**src/rtl/core/mte_pkg.sv**
```systemverilog
// Shared types and constants for the multi-turn encoder tracker.
package mte_pkg;

  // Default angle field width of the encoder reply.
  localparam int ANGLE_BITS_DEF = 14;
  // Width of the wrapping turn counter.
  localparam int TURN_BITS = 18;
  // Reply word and position widths.
  localparam int WORD_BITS = 16;
  localparam int POS_BITS  = 32;
  localparam int CNT_BITS  = 32;
  // Bit position of the sensor error flag inside the reply word.
  localparam int ERR_BIT = 14;

  // Result status codes.
  typedef enum logic [1:0] {
    STATUS_OK         = 2'd0,
    STATUS_SENSOR_ERR = 2'd1,
    STATUS_PARITY_ERR = 2'd2
  } status_t;

  // Function codes of an input beat.
  typedef enum logic {
    FUNC_SAMPLE = 1'b0,
    FUNC_ZERO   = 1'b1
  } func_t;

  // Outcome of checking one reply word.
  typedef struct packed {
    status_t status;
    logic    good;
    logic    clear;
  } chk_t;

endpackage

```
**src/rtl/core/multiturn_encoder_tracker_unit.sv**
```systemverilog
// Top level of the multi-turn encoder tracker.
//
//  channel | direction | handshake          | payload
//  --------+-----------+--------------------+-------------------------------------
//  in      | input     | in_valid/in_ready  | func, reply_word
//  out     | output    | out_valid/out_ready| status, position_counts, error_total,
//          |           |                    | clear_needed
//
// One beat enters per cycle while in_ready is high; its result passes through the
// input register, then the state update feeding the result register.
// Throughput is one beat per cycle while the output is not stalled, set by the state update loop.
// Synchronous reset clears all tracking state and empties both stages.
// A stalled output holds its result; the input register then fills and in_ready drops.
module multiturn_encoder_tracker_unit
  import mte_pkg::*;
#(
  parameter int ANGLE_BITS = ANGLE_BITS_DEF
) (
  input  logic                 clk,
  input  logic                 rst,
  input  logic                 in_valid,
  output logic                 in_ready,
  input  logic                 func,
  input  logic [WORD_BITS-1:0] reply_word,
  output logic                 out_valid,
  input  logic                 out_ready,
  output logic [1:0]           status,
  output logic [POS_BITS-1:0]  position_counts,
  output logic [CNT_BITS-1:0]  error_total,
  output logic                 clear_needed
);

  logic                 s1_valid;
  logic                 s1_func;
  logic [WORD_BITS-1:0] s1_word;
  logic                 adv;
  logic                 step;
  chk_t                 chk;
  logic [POS_BITS-1:0]  pos_next;
  logic [CNT_BITS-1:0]  cnt_next;

  // Pipeline flow control
  assign adv      = !out_valid || out_ready;
  assign step     = s1_valid && adv;
  assign in_ready = !s1_valid || adv;

  // Input register
  always_ff @(posedge clk) begin
    if (rst) begin
      s1_valid <= 1'b0;
    end else if (in_ready) begin
      s1_valid <= in_valid;
    end
  end

  always_ff @(posedge clk) begin
    if (in_valid && in_ready) begin
      s1_func <= func;
      s1_word <= reply_word;
    end
  end

  mte_check u_check (
    .reply_word (s1_word),
    .chk        (chk)
  );

  mte_track #(
    .ANGLE_BITS (ANGLE_BITS)
  ) u_track (
    .clk      (clk),
    .rst      (rst),
    .step     (step),
    .func     (s1_func),
    .angle    (s1_word[ANGLE_BITS-1:0]),
    .chk      (chk),
    .pos_next (pos_next),
    .cnt_next (cnt_next)
  );

  // Result register
  always_ff @(posedge clk) begin
    if (rst) begin
      out_valid <= 1'b0;
    end else if (adv) begin
      out_valid <= s1_valid;
    end
  end

  always_ff @(posedge clk) begin
    if (step) begin
      status          <= chk.status;
      position_counts <= pos_next;
      error_total     <= cnt_next;
      clear_needed    <= chk.clear;
    end
  end

`ifndef SYNTHESIS
  // No beat is taken while the input register is full and cannot move on
  a_no_overrun: assert property (@(posedge clk) disable iff (rst)
    (in_valid && in_ready) |-> (!s1_valid || adv))
    else $error("input accepted into a blocked stage");

  // A processed beat always lands in the result register
  a_step_out: assert property (@(posedge clk) disable iff (rst)
    step |=> out_valid)
    else $error("processed beat lost");

  // A good zero request reports position zero
  a_zero_pos: assert property (@(posedge clk) disable iff (rst)
    (step && chk.good && s1_func == FUNC_ZERO) |=> (position_counts == '0))
    else $error("zero request did not report zero position");

  // Clear request only accompanies a sensor error status
  a_clear_status: assert property (@(posedge clk) disable iff (rst)
    (out_valid && clear_needed) |-> (status == STATUS_SENSOR_ERR))
    else $error("clear request without sensor error");

  // On a rejected beat the reported error total is the reject count advanced by one
  a_cnt_step: assert property (@(posedge clk) disable iff (rst)
    (step && !chk.good) |=> (error_total == $past(cnt_next)))
    else $error("reject count mismatch");
`endif

endmodule

```
**src/rtl/core/mte_check.sv**
```systemverilog
// Reply word checker: sensor error flag first, then even parity.
module mte_check
  import mte_pkg::*;
(
  input  logic [WORD_BITS-1:0] reply_word,
  output chk_t                 chk
);

  logic parity_bad;

  // Even parity over all 16 bits
  assign parity_bad = ^reply_word;

  // Classify the word; error flag wins over parity
  always_comb begin
    chk = '0;
    if (reply_word[ERR_BIT]) begin
      chk.status = STATUS_SENSOR_ERR;
      chk.clear  = 1'b1;
    end else if (parity_bad) begin
      chk.status = STATUS_PARITY_ERR;
    end else begin
      chk.status = STATUS_OK;
      chk.good   = 1'b1;
    end
  end

endmodule

```
**src/rtl/core/mte_track.sv**
```systemverilog
// Turn unwrapping state, origin, reject counter and position arithmetic.
module mte_track
  import mte_pkg::*;
#(
  parameter int ANGLE_BITS = ANGLE_BITS_DEF
) (
  input  logic                  clk,
  input  logic                  rst,
  input  logic                  step,
  input  logic                  func,
  input  logic [ANGLE_BITS-1:0] angle,
  input  chk_t                  chk,
  output logic [POS_BITS-1:0]   pos_next,
  output logic [CNT_BITS-1:0]   cnt_next
);

  localparam int DW = ANGLE_BITS + 2;
  localparam logic signed [DW-1:0] HALF_REV = DW'(2 ** (ANGLE_BITS - 1));

  logic [ANGLE_BITS-1:0] last_angle, last_angle_next;
  logic [ANGLE_BITS-1:0] origin_angle, origin_angle_next;
  logic [TURN_BITS-1:0]  turn_count, turn_count_next;
  logic                  have_previous, have_previous_next;
  logic [CNT_BITS-1:0]   rejected_count;
  logic signed [DW-1:0]  delta;
  logic [POS_BITS-1:0]   turns_ext;

  // Signed jump from the last good angle
  assign delta = $signed({2'b00, angle}) - $signed({2'b00, last_angle});

  // Next state for this beat
  always_comb begin
    last_angle_next    = last_angle;
    origin_angle_next  = origin_angle;
    turn_count_next    = turn_count;
    have_previous_next = have_previous;
    cnt_next           = rejected_count;
    if (!chk.good) begin
      cnt_next = rejected_count + CNT_BITS'(1);
    end else if (func == FUNC_ZERO) begin
      origin_angle_next  = angle;
      last_angle_next    = angle;
      turn_count_next    = '0;
      have_previous_next = 1'b1;
    end else begin
      if (have_previous) begin
        if (delta > HALF_REV) begin
          turn_count_next = turn_count - TURN_BITS'(1);
        end else if (delta < -HALF_REV) begin
          turn_count_next = turn_count + TURN_BITS'(1);
        end
      end
      last_angle_next    = angle;
      have_previous_next = 1'b1;
    end
  end

  // Position: turns scaled by a revolution, plus angle, minus origin
  assign turns_ext = {{(POS_BITS-TURN_BITS){turn_count_next[TURN_BITS-1]}}, turn_count_next};
  assign pos_next  = (turns_ext << ANGLE_BITS)
                   + POS_BITS'(last_angle_next)
                   - POS_BITS'(origin_angle_next);

  // State registers
  always_ff @(posedge clk) begin
    if (rst) begin
      last_angle     <= '0;
      origin_angle   <= '0;
      turn_count     <= '0;
      have_previous  <= 1'b0;
      rejected_count <= '0;
    end else if (step) begin
      last_angle     <= last_angle_next;
      origin_angle   <= origin_angle_next;
      turn_count     <= turn_count_next;
      have_previous  <= have_previous_next;
      rejected_count <= cnt_next;
    end
  end

endmodule

```
**config.mk**
```make
export PLATFORM = sky130hd
export DESIGN_NAME = multiturn_encoder_tracker_unit
export DESIGN_NICKNAME = d
export VERILOG_FILES = /design/src/rtl/core/mte_pkg.sv /design/src/rtl/core/multiturn_encoder_tracker_unit.sv /design/src/rtl/core/mte_check.sv /design/src/rtl/core/mte_track.sv
export SDC_FILE = /design/constraint.sdc
export NUM_CORES = 1
export LEC_CHECK = 0
export BUFFER_PORTS_ARGS = -buffer_cell sky130_fd_sc_hd__buf_2
export CAP_MARGIN = 5
export CORE_ASPECT_RATIO = 0.7
export CORE_MARGIN = 3
export CORE_UTILIZATION = 65
export DETAILED_ROUTE_END_ITERATION = 8
export PLACE_DENSITY = 0.88
export SLEW_MARGIN = 10
export SYNTH_ARGS = -nofsm -noshare
export SYNTH_HDL_FRONTEND = slang
export SYNTH_SLANG_ARGS = --single-unit
```
**constraint.sdc**
```tcl
create_clock -name clk -period 8.1 [get_ports clk]
set_input_delay 1.215 -clock clk [delete_from_list [all_inputs] [get_ports clk]]
set_output_delay 1.215 -clock clk [all_outputs]
set_load 0.005 [all_outputs]
```
==> flow_metrics.py <==
metrics = {
    "final_layout": {
        "diodes": 0,
        "fillCellCount": 954,
        "stdcell_count": 1284,
        "finalNetCount": 1135,
        "drive_above_1_share_pct": 15.17,
        "post-route-util_pct": 74.92,
        "layout-area-overhead-vs-synth_pct": 10.91,
    },
    "setup_path": {
        "r2r_start": "s1_word[12]$_DFFE_PP_",
        "crit_slowest_cell": "xnor2_1",
        "crit_type": "reg -> reg",
        "path_cells": "xnor2_1, xnor2_1, xnor2_1, xnor2_1, and2_1, nor2_1, a21oi_1, inv_1, ha_1, nor2b_1, o21ai_0, a21boi_0, o41a_1, a211oi_1, nand2_1, o311ai_0, o21ai_0, nor4_2, nand4_2, nor4_2, xor2_1",
        "critPathMaxStageDelay_ps": 740,
        "crit_top_cell": "xnor2_1",
        "end_kind": "register",
        "r2r-end": "position_counts[31]$_DFFE_PP_",
        "crit_path_max_fanout": 15,
        "critPathRequiredTime_ps": 8280,
        "crit_arrival_ps": 6700,
        "cp-start-kind": "register",
        "r2r_setup_slack_ps": 1580,
        "reg2reg_depth": 21,
    },
    "clocking": {
        "clockRootBuffer": "clkbuf_16",
        "cts_tree": "built",
        "cts-buffers-inserted": 17,
        "hold_buffers": 0,
        "cts_setup_buffers": 0,
        "cts-resized-gates": 0,
        "cts_max_path_buffers": 2,
        "path_clk_slew_ps": 60,
        "clock_sinks": 165,
        "cts_max_level": 4,
        "clock_latency_ps": 440,
    },
    "synth": {
        "synth_area_um2": 9554,
        "syn_area_per_cell_um2": 9.348,
        "synthArstFlopShare_pct": 0,
        "yosys_warnings": 0,
        "synth_cell_types": 81,
        "synthMostInstantiatedCell": "nand2_1",
        "synthTopCellsByArea": "edfxtp_1 (26%), dfxtp_1 (17%), xnor2_1 (5.8%), nand2_1 (4.8%), xor2_1 (4.3%)",
        "syn_nets": 1076,
        "ys_seq_area_share_pct": 43.37,
        "netlist_top_cells_count": "nand2_1 (121), nor2_1 (106), edfxtp_1 (84)",
        "synth_edf_count": 84,
        "synthCells": 1022,
        "synth_seq_cells": 165,
        "yosysTopAreaCell": "edfxtp_1",
        "ys.flop_type": "edfxtp_1",
        "netlist.area_leader.share_pct": 26.40,
    },
    "timing": {
        "rsz0062_at_grt": "no",
        "clock_skew_ps": 7.945,
        "layout_setup_ws_ps": 1581,
        "finalSetupTns_ps": 0,
        "setup_viol": 0,
        "min_period_ps": 6519,
        "slew_violations": 0,
        "tightest_slew_ps": 932.4,
        "hold_viol_final": 0,
        "timing.final.crit_share_pct": 80.49,
        "relSlewSlack_pct": 37.84,
        "max_freq_mhz": 153.4,
        "whs_ps": 454.6,
    },
    "route": {
        "wl_per_cell_um": 18.67,
        "drt-total-wl_um": 23980,
        "drt_first_pass_iters": 7,
        "drt_iter0_drc": 873,
        "ant_nets": 0,
        "vias": 8003,
        "drc": 0,
        "vias_per_cell": 6.233,
    },
    "grt": {
        "track_usage_pct": 30.09,
        "grt_max_degree": 82,
        "grt_pass1_vias": 7286,
        "grt_pass1_wl_um": 38120,
        "overflow": 0,
        "antenna_found_initial": 0,
    },
    "die": {
        "die_area_um2": 16210,
        "die_w_um": 150.9,
        "row_count": 36,
        "core_um2": 14140,
        "num_io_pins": 90,
        "die_h_um": 107.4,
        "start_util_pct": 67.55,
    },
    "worst_hold_path": {
        "whs_path_depth": 2,
        "hp-class": "reg -> reg",
        "holdPathEnd": "u_track.last_angle[3]$_SDFFE_PP0P_",
        "min_from": "u_track.last_angle[3]$_SDFFE_PP0P_",
    },
    "placement": {
        "dp_hpwl_um": 16370,
        "numPortBuffers": 89,
        "dp_slack_ps": 1937,
        "post-place-cells": 1252,
        "gp_congestion": 1.020,
    },
    "run_status": {
        "status": "finished, final reports clean",
    },
    "pwr": {
        "p_per_area_nw_per_um2": 260.4,
        "p_leak_uw": 0.003955,
        "ir_worst_vdd_mv": 0.1614,
    },
    "flow_run": {
        "drv_cap": 0,
    },
}
power breakdown:
group | total (µW) | switching [µW] | leakage (µW) | internal (µW)
registers | 1050 | 35.8 | 0.00143 | 1020
clock network | 771 | 344 | 0.000262 | 427
logic | 934 | 552 | 0.00226 | 382
total | 2760 | 932 | 0.00395 | 1830
registers in the layout, summed over array words and instances (netlist names):
register	flops
u_track.last_angle	14
out_valid	1
position_counts	32
s1_func	1
clear_needed	1
u_track.turn_count	18
error_total	32
s1_word	16
status	2
s1_valid	1
u_track.have_previous	1
u_track.rejected_count	32
u_track.origin_angle	14
cell usage in the layout, fill, tap and decap left out, types with 19 or more instances in the layout:
| cell | count |
|---|---|
| buf_2 | 89 |
| edfxtp_1 | 84 |
| nand3_1 | 33 |
| a21oi_1 | 55 |
| xnor2_1 | 63 |
| o21ai_0 | 37 |
| dfxtp_1 | 81 |
| nor2_1 | 106 |
| nand2_1 | 121 |
| nor3_1 | 31 |
| mux2i_1 | 22 |
| xor2_1 | 47 |
| inv_1 | 29 |
| ha_1 | 31 |
| and3_1 | 19 |
kinds of logic (layout without fill, tap and decap cells):
family,Yosys count,after routing,share of synthesized area (%)
AO/OA/AOI/OAI,181,181,12.82
XOR/XNOR,110,110,10.08
adder cells (fa/ha/maj),33,33,4.479
buffers and inverters,85,157,3.759
flip-flops,165,165,43.37
multiplexers,25,25,2.698
AND/OR/NAND/NOR,423,423,22.79
final cells by class:
| type | count | area (µm²) | share of cell area, % |
|---|---|---|---|
| Tap cell | 190 | 237.7 | 2.243 |
| Inverter | 30 | 115.1 | 1.086 |
| Clock inverter | 13 | 125.1 | 1.181 |
| Sequential cell | 165 | 4144 | 39.11 |
| Multi-Input combinational cell | 772 | 5051 | 47.67 |
| Clock buffer | 19 | 432.9 | 4.085 |
| Timing Repair Buffer | 95 | 490.5 | 4.629 |
worst max path at each step:
stage / start / cells after the start / slack, ps / endpoint
2_1_floorplan: s1_word[2]$_DFFE_PP_ / 22 / 2830 / position_counts[31]$_DFFE_PP_
3_3_place_gp: s1_word[14]$_DFFE_PP_ / 21 / 2150 / position_counts[31]$_DFFE_PP_
3_5_place_dp: s1_word[14]$_DFFE_PP_ / 21 / 1940 / position_counts[31]$_DFFE_PP_
4_1_cts: s1_word[14]$_DFFE_PP_ / 21 / 1830 / position_counts[31]$_DFFE_PP_
5_1_grt: s1_word[5]$_DFFE_PP_ / 21 / 1160 / position_counts[31]$_DFFE_PP_
6_report: s1_word[12]$_DFFE_PP_ / 21 / 1580 / position_counts[31]$_DFFE_PP_
layer usage:
metal | track usage, % | wire length [µm] | up-vias
met5 | 0 | 0 | -
met4 | 7.309 | 340 | 0
met3 | 9.259 | 2777 | 37
met2 | 43.11 | 10250 | 460
met1 | 44.53 | 10600 | 3747
li1 | - | - | 3759
critical path: cells and delay by family (launching register included):
| family | cells | cell delay [ps] |
|---|---|---|
| and+or+nand+nor | 7 | 2020 |
| AOI/OAI and AO/OA | 7 | 1990 |
| xor gates and xnor gates | 5 | 1440 |
| DFF | 1 | 490 |
| adders and majority gates | 1 | 270 |
| buffers and inverters | 1 | 70 |
through the flow:
stage / total power [µW] / area, µm²
2_1_floorplan: 1743 / 9554
3_3_place_gp: 1940 / 10040
3_5_place_dp: 1966 / 10040
4_1_cts: 2746 / 10600
5_1_grt: 2893 / 10600
6_report: 2759 / 10600
No activity file was read; power rests on OpenSTA's default activity.
